==> src/rtl/fdss_pkg.sv <==
`timescale 1ns / 1ps
package fdss_pkg;

    localparam int unsigned C_VALUE_W = 16;
    localparam int unsigned C_REM_W   = 14;
    localparam int unsigned C_DIGIT_W = 4;
    localparam int unsigned C_NUM_POS = 4;
    localparam int unsigned C_POS_W   = 2;
    localparam int unsigned C_SEG_W   = 8;

    localparam logic [C_VALUE_W-1:0] C_MAX_VALUE = 16'd9999;

    localparam logic [C_POS_W-1:0] C_POS_ONES      = 2'd0;
    localparam logic [C_POS_W-1:0] C_POS_TENS      = 2'd1;
    localparam logic [C_POS_W-1:0] C_POS_HUNDREDS  = 2'd2;
    localparam logic [C_POS_W-1:0] C_POS_THOUSANDS = 2'd3;

    localparam logic [C_SEG_W-1:0] C_SEG_DP    = 8'h80;
    localparam logic [C_SEG_W-1:0] C_SEG_MINUS = 8'h40;
    localparam logic [C_SEG_W-1:0] C_SEG_BLANK = 8'h00;

    typedef logic [C_DIGIT_W-1:0] t_digit;
    typedef t_digit [C_NUM_POS-1:0] t_digits;

    typedef enum logic {
        FUNC_LOAD = 1'b0,
        FUNC_TICK = 1'b1
    } t_func;

    typedef enum logic {
        CONV_IDLE,
        CONV_RUN
    } t_conv_state;

    typedef struct packed {
        logic    busy;
        t_digits digits;
    } t_conv_status;

    function automatic logic [C_REM_W-1:0] place_weight(input logic [C_POS_W-1:0] pos);
        logic [C_REM_W-1:0] w;
        unique case (pos)
            C_POS_THOUSANDS: w = 14'd1000;
            C_POS_HUNDREDS:  w = 14'd100;
            C_POS_TENS:      w = 14'd10;
            default:         w = 14'd1;
        endcase
        return w;
    endfunction

    function automatic logic [C_SEG_W-1:0] glyph(input t_digit d);
        logic [C_SEG_W-1:0] g;
        unique case (d)
            4'd0:    g = 8'h3F;
            4'd1:    g = 8'h06;
            4'd2:    g = 8'h5B;
            4'd3:    g = 8'h4F;
            4'd4:    g = 8'h66;
            4'd5:    g = 8'h6D;
            4'd6:    g = 8'h7D;
            4'd7:    g = 8'h07;
            4'd8:    g = 8'h7F;
            4'd9:    g = 8'h6F;
            default: g = C_SEG_MINUS;
        endcase
        return g;
    endfunction

endpackage

==> src/rtl/four_digit_seven_segment_scanner_core.sv <==
`timescale 1ns / 1ps
// Four-digit multiplexed seven-segment scanner.
// Input stream: s_axis_tuser selects the operation (0 = load, 1 = scan tick),
//   s_axis_tdata carries the 16-bit value used by a load.
// Output stream: one transfer per tick; m_axis_tdata = segments a..g + dp in
//   bits 7:0, one-hot digit enable in bits 11:8 (ones .. thousands).
// A load produces no output. It runs a repeated-subtraction conversion in a
//   shared subtractor, one subtraction per cycle, with s_axis_tready low
//   meanwhile. Values above 9999 show 0.
// A tick reads the digit store and drives the output register on the next
//   cycle; ticks can be taken every cycle while no conversion runs and the output side keeps up.
// The scan steps ones, tens, hundreds, thousands and wraps. The hundreds
//   digit carries the decimal point; a zero thousands digit is blanked.
// Reset clears the digit store to zeros, the scan to the ones position and
//   the output register to empty.
// When m_axis_tready is low, the pending result holds and s_axis_tready
//   drops until it is taken.
module four_digit_seven_segment_scanner_core (
    input  logic        i_clk,
    input  logic        i_rst_n,
    input  logic        s_axis_tvalid,
    output logic        s_axis_tready,
    input  logic [15:0] s_axis_tdata,  // [15:0] value
    input  logic [0:0]  s_axis_tuser,  // [0] func
    output logic        m_axis_tvalid,
    input  logic        m_axis_tready,
    output logic [15:0] m_axis_tdata   // [7:0] segments, [11:8] digit_enable, [15:12] zero
);
    import fdss_pkg::*;

    t_conv_status          w_status;
    logic                  w_accept;
    logic                  w_tick;
    logic                  w_load;
    logic [C_SEG_W-1:0]    w_seg;
    logic [C_NUM_POS-1:0]  w_enable;

    logic [C_POS_W-1:0]    r_pos, n_pos;
    logic                  r_out_valid, n_out_valid;
    logic [C_SEG_W-1:0]    r_out_seg, n_out_seg;
    logic [C_NUM_POS-1:0]  r_out_en, n_out_en;

    assign s_axis_tready = !w_status.busy && (!r_out_valid || m_axis_tready);
    assign w_accept      = s_axis_tvalid && s_axis_tready;
    assign w_tick        = w_accept && (t_func'(s_axis_tuser[0]) == FUNC_TICK);
    assign w_load        = w_accept && (t_func'(s_axis_tuser[0]) == FUNC_LOAD);

    fdss_bcd_conv u_conv (
        .i_clk    (i_clk),
        .i_rst_n  (i_rst_n),
        .i_start  (w_load),
        .i_value  (s_axis_tdata),
        .o_status (w_status)
    );

    fdss_seg_enc u_enc (
        .i_digits (w_status.digits),
        .i_pos    (r_pos),
        .o_seg    (w_seg),
        .o_enable (w_enable)
    );

    always_ff @(posedge i_clk) begin
        if (!i_rst_n) begin
            r_pos       <= C_POS_ONES;
            r_out_valid <= 1'b0;
        end else begin
            r_pos       <= n_pos;
            r_out_valid <= n_out_valid;
        end
        r_out_seg <= n_out_seg;
        r_out_en  <= n_out_en;
    end

    always_comb begin
        n_pos       = r_pos;
        n_out_valid = r_out_valid;
        n_out_seg   = r_out_seg;
        n_out_en    = r_out_en;
        if (w_tick) begin
            n_out_valid = 1'b1;
            n_out_seg   = w_seg;
            n_out_en    = w_enable;
            n_pos       = r_pos + 2'd1;
        end else if (m_axis_tready) begin
            n_out_valid = 1'b0;
        end
    end

    assign m_axis_tvalid = r_out_valid;
    assign m_axis_tdata  = {4'b0, r_out_en, r_out_seg};

endmodule

==> src/rtl/fdss_bcd_conv.sv <==
`timescale 1ns / 1ps
module fdss_bcd_conv (
    input  logic                          i_clk,
    input  logic                          i_rst_n,
    input  logic                          i_start,
    input  logic [fdss_pkg::C_VALUE_W-1:0] i_value,
    output fdss_pkg::t_conv_status        o_status
);
    import fdss_pkg::*;

    t_conv_state          r_state, n_state;
    t_digits              r_digits, n_digits;
    logic [C_REM_W-1:0]   r_rem, n_rem;
    t_digit               r_cnt, n_cnt;
    logic [C_POS_W-1:0]   r_place, n_place;
    logic [C_REM_W-1:0]   w_weight;

    assign w_weight = place_weight(r_place);

    always_ff @(posedge i_clk) begin
        if (!i_rst_n) begin
            r_state  <= CONV_IDLE;
            r_digits <= '0;
        end else begin
            r_state  <= n_state;
            r_digits <= n_digits;
        end
        r_rem   <= n_rem;
        r_cnt   <= n_cnt;
        r_place <= n_place;
    end

    // shared compare/subtract: one subtraction of the current place weight per cycle
    always_comb begin
        n_state  = r_state;
        n_digits = r_digits;
        n_rem    = r_rem;
        n_cnt    = r_cnt;
        n_place  = r_place;
        unique case (r_state)
            CONV_IDLE: begin
                if (i_start) begin
                    n_rem   = (i_value > C_MAX_VALUE) ? '0 : i_value[C_REM_W-1:0];
                    n_cnt   = '0;
                    n_place = C_POS_THOUSANDS;
                    n_state = CONV_RUN;
                end
            end
            CONV_RUN: begin
                if (r_rem >= w_weight) begin
                    n_rem = r_rem - w_weight;
                    n_cnt = r_cnt + 4'd1;
                end else begin
                    n_digits[r_place] = r_cnt;
                    n_cnt             = '0;
                    n_place           = r_place - 2'd1;
                    if (r_place == C_POS_TENS) begin
                        n_digits[C_POS_ONES] = r_rem[C_DIGIT_W-1:0];
                        n_state              = CONV_IDLE;
                    end
                end
            end
            default: n_state = CONV_IDLE;
        endcase
    end

    assign o_status.busy   = (r_state != CONV_IDLE);
    assign o_status.digits = r_digits;

endmodule

==> src/rtl/fdss_seg_enc.sv <==
`timescale 1ns / 1ps
module fdss_seg_enc (
    input  fdss_pkg::t_digits              i_digits,
    input  logic [fdss_pkg::C_POS_W-1:0]   i_pos,
    output logic [fdss_pkg::C_SEG_W-1:0]   o_seg,
    output logic [fdss_pkg::C_NUM_POS-1:0] o_enable
);
    import fdss_pkg::*;

    t_digit w_digit;

    assign w_digit = i_digits[i_pos];

    always_comb begin
        o_seg = glyph(w_digit);
        if (i_pos == C_POS_HUNDREDS) begin
            o_seg = o_seg | C_SEG_DP;
        end
        // leading zero blanking of the thousands digit only
        if (i_pos == C_POS_THOUSANDS && w_digit == '0) begin
            o_seg = C_SEG_BLANK;
        end
    end

    assign o_enable = C_NUM_POS'(1) << i_pos;

endmodule

==> config.mk <==
export PLATFORM = sky130hd
export DESIGN_NAME = four_digit_seven_segment_scanner_core
export DESIGN_NICKNAME = d
export VERILOG_FILES = /design/src/rtl/fdss_pkg.sv /design/src/rtl/four_digit_seven_segment_scanner_core.sv /design/src/rtl/fdss_bcd_conv.sv /design/src/rtl/fdss_seg_enc.sv
export SDC_FILE = /design/constraint.sdc
export NUM_CORES = 1
export LEC_CHECK = 0
export BUFFER_PORTS_ARGS = -buffer_cell sky130_fd_sc_hd__buf_2
export CAP_MARGIN = 10
export CORE_ASPECT_RATIO = 1.25
export CORE_MARGIN = 5
export CORE_UTILIZATION = 37
export DETAILED_ROUTE_END_ITERATION = 6
export PLACE_DENSITY = 0.62
export SYNTH_ARGS = -nofsm -noshare
export SYNTH_HDL_FRONTEND = slang
export SYNTH_SLANG_ARGS = --single-unit
export TNS_END_PERCENT = 30
==> constraint.sdc <==
create_clock -name i_clk -period 6.7 [get_ports i_clk]
set_input_delay 1.675 -clock i_clk [delete_from_list [all_inputs] [get_ports i_clk]]
set_output_delay 1.675 -clock i_clk [all_outputs]
set_load 0.01 [all_outputs]
==> tab_implementation.tex, run 1 <==
\begin{tabular}{lr}
\hline
Metric & Value \\
\hline
\multicolumn{2}{l}{\textbf{Synthesis}} \\
\quad Syn Area/Cell & 10.43 um2 \\
\quad Async set-reset flop share out of synthesis & 0\% \\
\quad Post-synthesis sequential area ratio & 41.57\% \\
\quad Yosys reg bits & 52 \\
\quad Count of flip-flops with a built-in enable after synthesis & 32 \\
\quad Post-synthesis instance area & 0.003274 mm2 \\
\quad Gate Count Post-Synth & 314 \\
\quad Most used flip-flop cell after synthesis & sky130\_fd\_sc\_hd\_\_edfxtp\_1 \\
\quad Number of distinct library cells after synthesis & 65 \\
\quad Syn. warnings & 0 \\
\multicolumn{2}{l}{\textbf{STA}} \\
\quad Setup repair after global routing missed its margin & no \\
\quad Final hold violation count & 0 \\
\quad Final min period & 3805 ps \\
\quad Post-route clock period utilization & 56.79\% \\
\quad Worst Max-Slew Pin Slew & 689.2 ps \\
\quad Final clock skew & 14.15 ps \\
\quad Number of pins with negative max-slew slack in the final report & 0 \\
\quad Post-route setup TNS & 0 ps \\
\quad Worst Hold Slack & 463.6 ps \\
\quad Final setup violation count & 0 \\
\quad Peak clock frequency supported by timing & 262.8 MHz \\
\quad Max transition margin & a little over half \\
\multicolumn{2}{l}{\textbf{Setup path}} \\
\quad Cell occurring most often along the worst timing path & sky130\_fd\_sc\_hd\_\_buf\_2 \\
\quad Critical-path cell with the highest stage delay & sky130\_fd\_sc\_hd\_\_nor2b\_1 \\
\quad Crit path kind & input port to output port \\
\quad Peak per-stage delay on the critical path & 140 ps \\
\quad Buffers and inverters on the worst path & 2 \\
\quad Cell depth of the worst setup path & 4 \\
\quad Startpoint kind of the worst setup timing path & input port \\
\quad Worst Reg2Reg Path Length in Cells & 9 \\
\quad Critical path arrival & between 2000 and 2500 ps \\
\quad Endpoint kind of the worst setup timing path & output port \\
\quad Maximum fanout count along the critical path & 3 \\
\quad Kind of cell adding the most delay to the critical path & buffers and inverters \\
\quad Data required time at the worst endpoint & 5030 ps \\
\quad CP cell instances & buf\_2 -> nor2b\_1 -> nor2\_1 -> buf\_2 \\
\multicolumn{2}{l}{\textbf{Power and ir drop}} \\
\quad Total power & about 0.7 mW \\
\quad Lkg Pwr & between 1 and 1.5 nW \\
\quad Maximum vdd drop & approximately 0.00010 V \\
\quad P per Cell Area & 196.4 mW/mm2 \\
\multicolumn{2}{l}{\textbf{Clocking}} \\
\quad Buffers inserted by post-CTS timing repair & 0 \\
\quad Inserted Clock Buffers & 5 \\
\quad Bufs on Longest Clock Path & 2 \\
\quad Number of cells upsized or downsized after cts & 0 \\
\quad Cts hold-fix bufs & 0 \\
\quad Worst skew pair latency & 310 ps \\
\quad Reg clk slew, reported paths & 90 ps \\
\quad Cell at the root of the clock tree & sky130\_fd\_sc\_hd\_\_clkbuf\_8 \\
\quad TritonCTS Sinks & 52 \\
\quad Clock tree from TritonCTS & done \\
\quad H-Tree Depth & 2 \\
\multicolumn{2}{l}{\textbf{Job}} \\
\quad Total of max-cap violations & 0 \\
\multicolumn{2}{l}{\textbf{Detailed routing}} \\
\quad Via density per instance & 4.970 \\
\quad Routed length per instance & about 14 um \\
\quad Via count & 2296 \\
\quad Detailed Route Iter0 Violations & 57 \\
\quad Pre-Repair DR Iteration Count & 4 \\
\quad Post-DRT Antenna Nets & 0 \\
\quad Post-route DRC & 0 \\
\quad DRT Wirelength & 6.436 mm \\
\multicolumn{2}{l}{\textbf{Final layout}} \\
\quad Reg area & 0.001361 mm2 \\
\quad Area of combinational cells with multiple inputs & 0.001763 mm2 \\
\quad Final Non-Filler Cells & 462 \\
\quad Antenna diodes & 0 \\
\quad Final-stage net count & a little under 400 \\
\quad Layout overhead on the synthesized area & 9.897\% \\
\quad Fraction of layout cells with a size suffix above 1 & 19.30\% \\
\quad Filler instances & between 800 and 900 \\
\multicolumn{2}{l}{\textbf{Min path}} \\
\quad Hold Path Class & flip-flop to flip-flop \\
\quad Depth of the worst hold-timing path & 2 \\
\multicolumn{2}{l}{\textbf{Global routing}} \\
\quad Via count of the first global-routing pass & 2289 \\
\quad First-pass GRT wire length & 10.78 mm \\
\quad Global route overflow & 0 \\
\quad Maximum number of pins on one net before global-route repair & 25 \\
\quad Number of antenna violations at the first check in global routing & 0 \\
\quad Global router's overall resource usage & 12.44\% \\
\multicolumn{2}{l}{\textbf{Placement}} \\
\quad Global placer's final weighted congestion & 0.7943 \\
\quad Port bufs & 34 \\
\quad Number of instances in the placed design & 454 \\
\quad Dpl hpwl & just under 5 mm \\
\multicolumn{2}{l}{\textbf{Floorplan}} \\
\quad Effective utilization at floorplan & 37.84\% \\
\quad Site row count & 38 \\
\quad Total core area & just under 0.009 mm2 \\
\quad Width of the die & 94.14 um \\
\quad Die Outline Area & around 0.011 mm2 \\
\quad Die Height & 115.2 um \\
\quad Number of placed I/O pins & 39 \\
\multicolumn{2}{l}{\textbf{Run status}} \\
\quad Result of the run & completed \\
\hline
\end{tabular}
[layout make-up]
class / count / share of cell area, %
Multi-Input combinational cell: 234 / 48.99
Sequential cell: 52 / 37.83
Timing Repair Buffer: 36 / 5.146
Tap cell: 120 / 4.172
Clock buffer: 5 / 1.912
Inverter: 12 / 1.252
Clock inverter: 3 / 0.6954
[routing by layer]
layer / routed length, um / up-vias / part of all wire [%] / GRT usage [%]
li1: - / 1195 / - / -
met1: 2790 / 1068 / 43 / 14.02
met2: 3427 / 29 / 53 / 23.63
met3: 163 / 4 / 2.5 / 2.487
met4: 55 / 0 / 0.85 / 3.179
met5: 0 / - / 0 / 0
[cell usage in the layout, fill, tap and decap left out, types with 3 or more instances in the layout]
cell and instances:
sky130_fd_sc_hd__nand2_1 41, sky130_fd_sc_hd__buf_2 34, sky130_fd_sc_hd__edfxtp_1 32, sky130_fd_sc_hd__ha_1 24
sky130_fd_sc_hd__dfxtp_1 20, sky130_fd_sc_hd__o21ai_0 15, sky130_fd_sc_hd__nor2_1 14, sky130_fd_sc_hd__mux2i_1 14
sky130_fd_sc_hd__a21oi_1 13, sky130_fd_sc_hd__inv_1 12, sky130_fd_sc_hd__nand3_1 8, sky130_fd_sc_hd__nor3_1 6
sky130_fd_sc_hd__mux2_2 6, sky130_fd_sc_hd__o21a_1 5, sky130_fd_sc_hd__nor3b_1 5, sky130_fd_sc_hd__xnor2_1 5
sky130_fd_sc_hd__clkbuf_8 5, sky130_fd_sc_hd__o211ai_1 4, sky130_fd_sc_hd__nand3b_1 4, sky130_fd_sc_hd__conb_1 4
sky130_fd_sc_hd__nor2b_1 3, sky130_fd_sc_hd__and3_1 3, sky130_fd_sc_hd__mux4_1 3, sky130_fd_sc_hd__or3_1 3
sky130_fd_sc_hd__a21oi_2 3, sky130_fd_sc_hd__nand2b_1 3, sky130_fd_sc_hd__a21o_1 3, sky130_fd_sc_hd__nand4_4 3
[registers in the layout (all words and copies together), names as in the netlist]
name	cells
m_axis_tvalid	1
r_out_en	4
r_out_seg	8
r_pos	2
u_conv.o_status	16
u_conv.r_cnt	4
u_conv.r_place	2
u_conv.r_rem	14
u_conv.r_state	1
[metrics by stage]
stage	util [%]	cell area, um2	worst slack, ps
after floorplan	-	3286	3103
after global placement	40.50	3505	2909
after detailed placement	40.50	3505	2897
after CTS	41.58	3598	2896
after global routing	41.58	3598	2846
final	41.58	3598	2895
[final timing paths]
check | from | endpoint | slack (ps)
max | m_axis_tready | s_axis_tready | 2900
min | u_conv.o_status[12]$_SDFFE_PN0P_ | u_conv.o_status[12]$_SDFFE_PN0P_ | 460
min reg2reg | u_conv.o_status[12]$_SDFFE_PN0P_ | u_conv.o_status[12]$_SDFFE_PN0P_ | 460
max reg2reg | u_conv.r_place[0]$_SDFFCE_PN1P_ | u_conv.r_rem[12]$_DFFE_PP_ | 3250
[Yosys cell counts (all sizes together) (2+ instances only)]
| master | number | area [um2] |
|---|---|---|
| mux2 | 7 | 82.57 |
| xor2 | 2 | 17.52 |
| nor3 | 7 | 40.04 |
| and3 | 3 | 18.77 |
| nand3b | 4 | 30.03 |
| o21ai | 16 | 80.07 |
| o21bai | 2 | 15.01 |
| mux2i | 14 | 140.1 |
| buf | 10 | 78.82 |
| nor2 | 15 | 63.81 |
| or3 | 3 | 18.77 |
| xnor2 | 5 | 43.79 |
| a31oi | 3 | 25.02 |
| edfxtp | 32 | 960.9 |
| o31ai | 2 | 15.01 |
| o21a | 5 | 37.54 |
| clkbuf | 9 | 37.53 |
| nor2b | 3 | 18.77 |
| inv | 12 | 45.04 |
| a21oi | 16 | 91.34 |
| nand2b | 3 | 18.77 |
| nand3 | 8 | 40.04 |
| nor3b | 5 | 37.54 |
| dfxtp | 20 | 400.4 |
| o211ai | 4 | 30.03 |
| and2 | 4 | 27.52 |
| nand4 | 5 | 76.32 |
| nor4 | 2 | 18.77 |
| o311ai | 2 | 17.52 |
| nand2 | 42 | 160.2 |
| a21o | 3 | 22.52 |
| ha | 24 | 300.3 |
| mux4 | 4 | 101.4 |
[power by group]
group / leakage [nW] / switching [mW] / total, mW / internal [mW]
Clock: 0.0466 / 0.115 / 0.192 / 0.0766
Combinational: 0.945 / 0.0815 / 0.138 / 0.0566
Sequential: 0.453 / 0.0147 / 0.377 / 0.362
[worst register-to-register path, cell delays in order (launching register included)]
cell                       delay (ps)
sky130_fd_sc_hd__edfxtp_1         480
sky130_fd_sc_hd__inv_1            170
sky130_fd_sc_hd__ha_1             280
sky130_fd_sc_hd__inv_1             70
sky130_fd_sc_hd__ha_1             330
sky130_fd_sc_hd__nor2b_1          170
sky130_fd_sc_hd__o211ai_1         310
sky130_fd_sc_hd__a31o_1           550
sky130_fd_sc_hd__a21o_1           290
sky130_fd_sc_hd__nand2_1          420
[cell families after synthesis]
logic type / synth area share [%]
xor gates and xnor gates: 1.872
muxes: 9.896
adders and majority gates: 9.782
AOI/OAI and AO/OA: 12.88
buffers and inverters: 4.929
and+or+nand+nor: 18.95
other: 0.1145
DFF: 41.57
Note: power is estimated with default switching activity, not from simulation.
==> inputs of run 2 (changes only) <==
Settings changed: PLACE_DENSITY 0.62 to 0.64.
Clock period 6.7 ns to 3.3 ns, I/O delays scaled along.
==> run 2 against run 1 <==
  * Global-route usage up 0.52 points
  * Critical path type is now flip-flop to flip-flop
  * Setup slack worse by 2500 ps
  * Largest power group unchanged
  * Sequential share of layout area down 0.18 points
  * Highest routed layer unchanged
==> tab_implementation.tex, run 2 (synthesized netlist as in run 1, its figures left out) <==
\begin{tabular}{lr}
\hline
Metric & Value \\
\hline
\multicolumn{2}{l}{\textbf{STA}} \\
\quad Max transition margin & a little under three fifths \\
\quad Final hold violation count & 0 \\
\quad Peak clock frequency supported by timing & 345.8 MHz \\
\quad Post-route setup TNS & 0 ps \\
\quad Final min period & around 2900 ps \\
\quad Final clock skew & 16.65 ps \\
\quad Worst Max-Slew Pin Slew & between 600 and 700 ps \\
\quad Setup repair after global routing missed its margin & no \\
\quad Final setup violation count & 0 \\
\quad Post-route clock period utilization & between 80\% and 90\% \\
\quad Number of pins with negative max-slew slack in the final report & 0 \\
\multicolumn{2}{l}{\textbf{Floorplan}} \\
\quad Effective utilization at floorplan & 37.84\% \\
\quad Number of placed I/O pins & 39 \\
\quad Total core area & 0.008653 mm2 \\
\quad Site row count & 38 \\
\quad Die Outline Area & $\sim$0.011 mm2 \\
\quad Die Height & 115.2 um \\
\quad Width of the die & 94.14 um \\
\multicolumn{2}{l}{\textbf{Final layout}} \\
\quad Final-stage net count & 389 \\
\quad Leading cell types in the layout, fill and taps excluded & 41 x sky130\_fd\_sc\_hd\_\_nand2\_1, 34 x sky130\_fd\_sc\_hd\_\_buf\_2, 32 x sky130\_fd\_sc\_hd\_\_edfxtp\_1 \\
\quad Layout overhead on the synthesized area & 10.43\% \\
\quad Core occupancy in the finished layout & 41.79\% \\
\quad Flip-flop count of the largest register after layout & 16 \\
\quad Leading cell type in the layout, fill and taps excluded & sky130\_fd\_sc\_hd\_\_nand2\_1 \\
\quad Fraction of layout cells with a size suffix above 1 & 19.77\% \\
\quad Antenna diodes & 0 \\
\multicolumn{2}{l}{\textbf{Clocking}} \\
\quad H-Tree Depth & 2 \\
\quad Clock tree from TritonCTS & done \\
\quad Worst skew pair latency & approximately 320 ps \\
\quad Bufs on Longest Clock Path & 2 \\
\quad Buffers inserted by post-CTS timing repair & 0 \\
\quad Cts hold-fix bufs & 0 \\
\quad Reg clk slew, reported paths & 100 ps \\
\quad TritonCTS Sinks & 52 \\
\quad Cell at the root of the clock tree & sky130\_fd\_sc\_hd\_\_clkbuf\_8 \\
\quad Inserted Clock Buffers & 5 \\
\quad Number of cells upsized or downsized after cts & 0 \\
\multicolumn{2}{l}{\textbf{Detailed routing}} \\
\quad Via density per instance & 5.093 \\
\quad Detailed Route Iter0 Violations & 115 \\
\quad Post-route DRC & 0 \\
\quad DRT Wirelength & 6.724 mm \\
\quad Via count & 2363 \\
\quad Post-DRT Antenna Nets & 0 \\
\quad Pre-Repair DR Iteration Count & 4 \\
\quad Routed length per instance & 14.49 um \\
\multicolumn{2}{l}{\textbf{Placement}} \\
\quad Port bufs & 34 \\
\quad Dpl hpwl & about 5.2 mm \\
\quad Global placer's final weighted congestion & 0.8086 \\
\multicolumn{2}{l}{\textbf{Global routing}} \\
\quad First-pass GRT wire length & $\sim$11 mm \\
\quad Number of antenna violations at the first check in global routing & 0 \\
\quad Global route overflow & 0 \\
\quad Via count of the first global-routing pass & 2303 \\
\quad Global router's overall resource usage & 12.95\% \\
\quad Maximum number of pins on one net before global-route repair & 25 \\
\multicolumn{2}{l}{\textbf{Setup path}} \\
\quad Data required time at the worst endpoint & 3320 ps \\
\quad Crit path kind & flip-flop to flip-flop \\
\quad Peak per-stage delay on the critical path & 430 ps \\
\quad Buffers and inverters on the worst path & 2 \\
\quad Kind of cell adding the most delay to the critical path & simple AND/OR/NAND/NOR gates \\
\quad Startpoint kind of the worst setup timing path & flip-flop \\
\quad Endpoint kind of the worst setup timing path & flip-flop \\
\quad Critical-path cell with the highest stage delay & sky130\_fd\_sc\_hd\_\_edfxtp\_1 \\
\quad Register-to-Register Setup Slack & 410 ps \\
\quad Critical path arrival & 2910 ps \\
\quad CP cell instances & inv\_1 -> ha\_1 -> o21bai\_1 -> ha\_1 -> a211oi\_1 -> nor2\_1 -> nor2\_4 -> a21o\_1 -> nand2\_1 -> buf\_4 \\
\quad Maximum fanout count along the critical path & 14 \\
\quad Cell occurring most often along the worst timing path & sky130\_fd\_sc\_hd\_\_ha\_1 \\
\multicolumn{2}{l}{\textbf{Power and ir drop}} \\
\quad P per Cell Area & between 400 and 500 mW/mm2 \\
\quad Maximum vdd drop & 0.0002429 V \\
\quad Lkg Pwr & 1.453 nW \\
\multicolumn{2}{l}{\textbf{Min path}} \\
\quad Hold Path Class & flip-flop to flip-flop \\
\multicolumn{2}{l}{\textbf{Run status}} \\
\quad Result of the run & completed \\
\multicolumn{2}{l}{\textbf{Job}} \\
\quad Total of max-cap violations & 0 \\
\hline
\end{tabular}
run 2: cell types whose count changed in the layout (fill, tap and decap cells not counted), sizes merged:
cell,before,now
buf,36,38
inv,14,13
clkinv,0,1
run 2: final cells by class:
class	count	area, um2
clock buffers	5	68.82
clock inverters	3	27.53
fillers	891	5037
inverters	12	45.04
multi-input cells	234	1763
flip-flops and latches	52	1361
well taps	120	150.1
repair buffers	38	200.2
run 2: final timing paths:
path | startpoint | endpoint | cells after the start
max | u_conv.r_place[0]$_SDFFCE_PN1P_ | u_conv.r_rem[3]$_DFFE_PP_ | 10
min | u_conv.o_status[5]$_SDFFE_PN0P_ | u_conv.o_status[5]$_SDFFE_PN0P_ | 2
max reg2reg | u_conv.r_place[0]$_SDFFCE_PN1P_ | u_conv.r_rem[3]$_DFFE_PP_ | 10
min reg2reg | u_conv.o_status[5]$_SDFFE_PN0P_ | u_conv.o_status[5]$_SDFFE_PN0P_ | 2
run 2: worst register-to-register path, stage by stage (launching register included):
cell and delay (ps):
sky130_fd_sc_hd__edfxtp_1 430, sky130_fd_sc_hd__inv_1 120, sky130_fd_sc_hd__ha_1 270, sky130_fd_sc_hd__o21bai_1 270, sky130_fd_sc_hd__ha_1 270, sky130_fd_sc_hd__a211oi_1 90
sky130_fd_sc_hd__nor2_1 420, sky130_fd_sc_hd__nor2_4 150, sky130_fd_sc_hd__a21o_1 250, sky130_fd_sc_hd__nand2_1 80, sky130_fd_sc_hd__buf_4 240
run 2: layer usage:
metal	share of wire (%)	global-route usage, %
met2	54	24.76
met1	42	14.34
met4	1.3	3.950
met5	0	0
met3	3.0	2.356
run 2: through the flow:
stage | instances | hold WS [ps] | area [um2] | power, mW | setup slack [ps]
after floorplan | 317 | 433.7 | 3286 | 0.9942 | 444.2
after global placement | 456 | 440.6 | 3520 | 1.062 | 486.6
after detailed placement | 456 | 458.9 | 3520 | 1.067 | 399.0
after CTS | 464 | 473.4 | 3616 | 1.460 | 377.1
after global routing | 464 | 499.7 | 3616 | 1.524 | 179.1
final | 464 | 465.0 | 3616 | 1.449 | 407.8
run 2: power breakdown:
part,internal (mW),switching [mW]
clock,0.156,0.240
combinational,0.118,0.166
sequential,0.735,0.0348
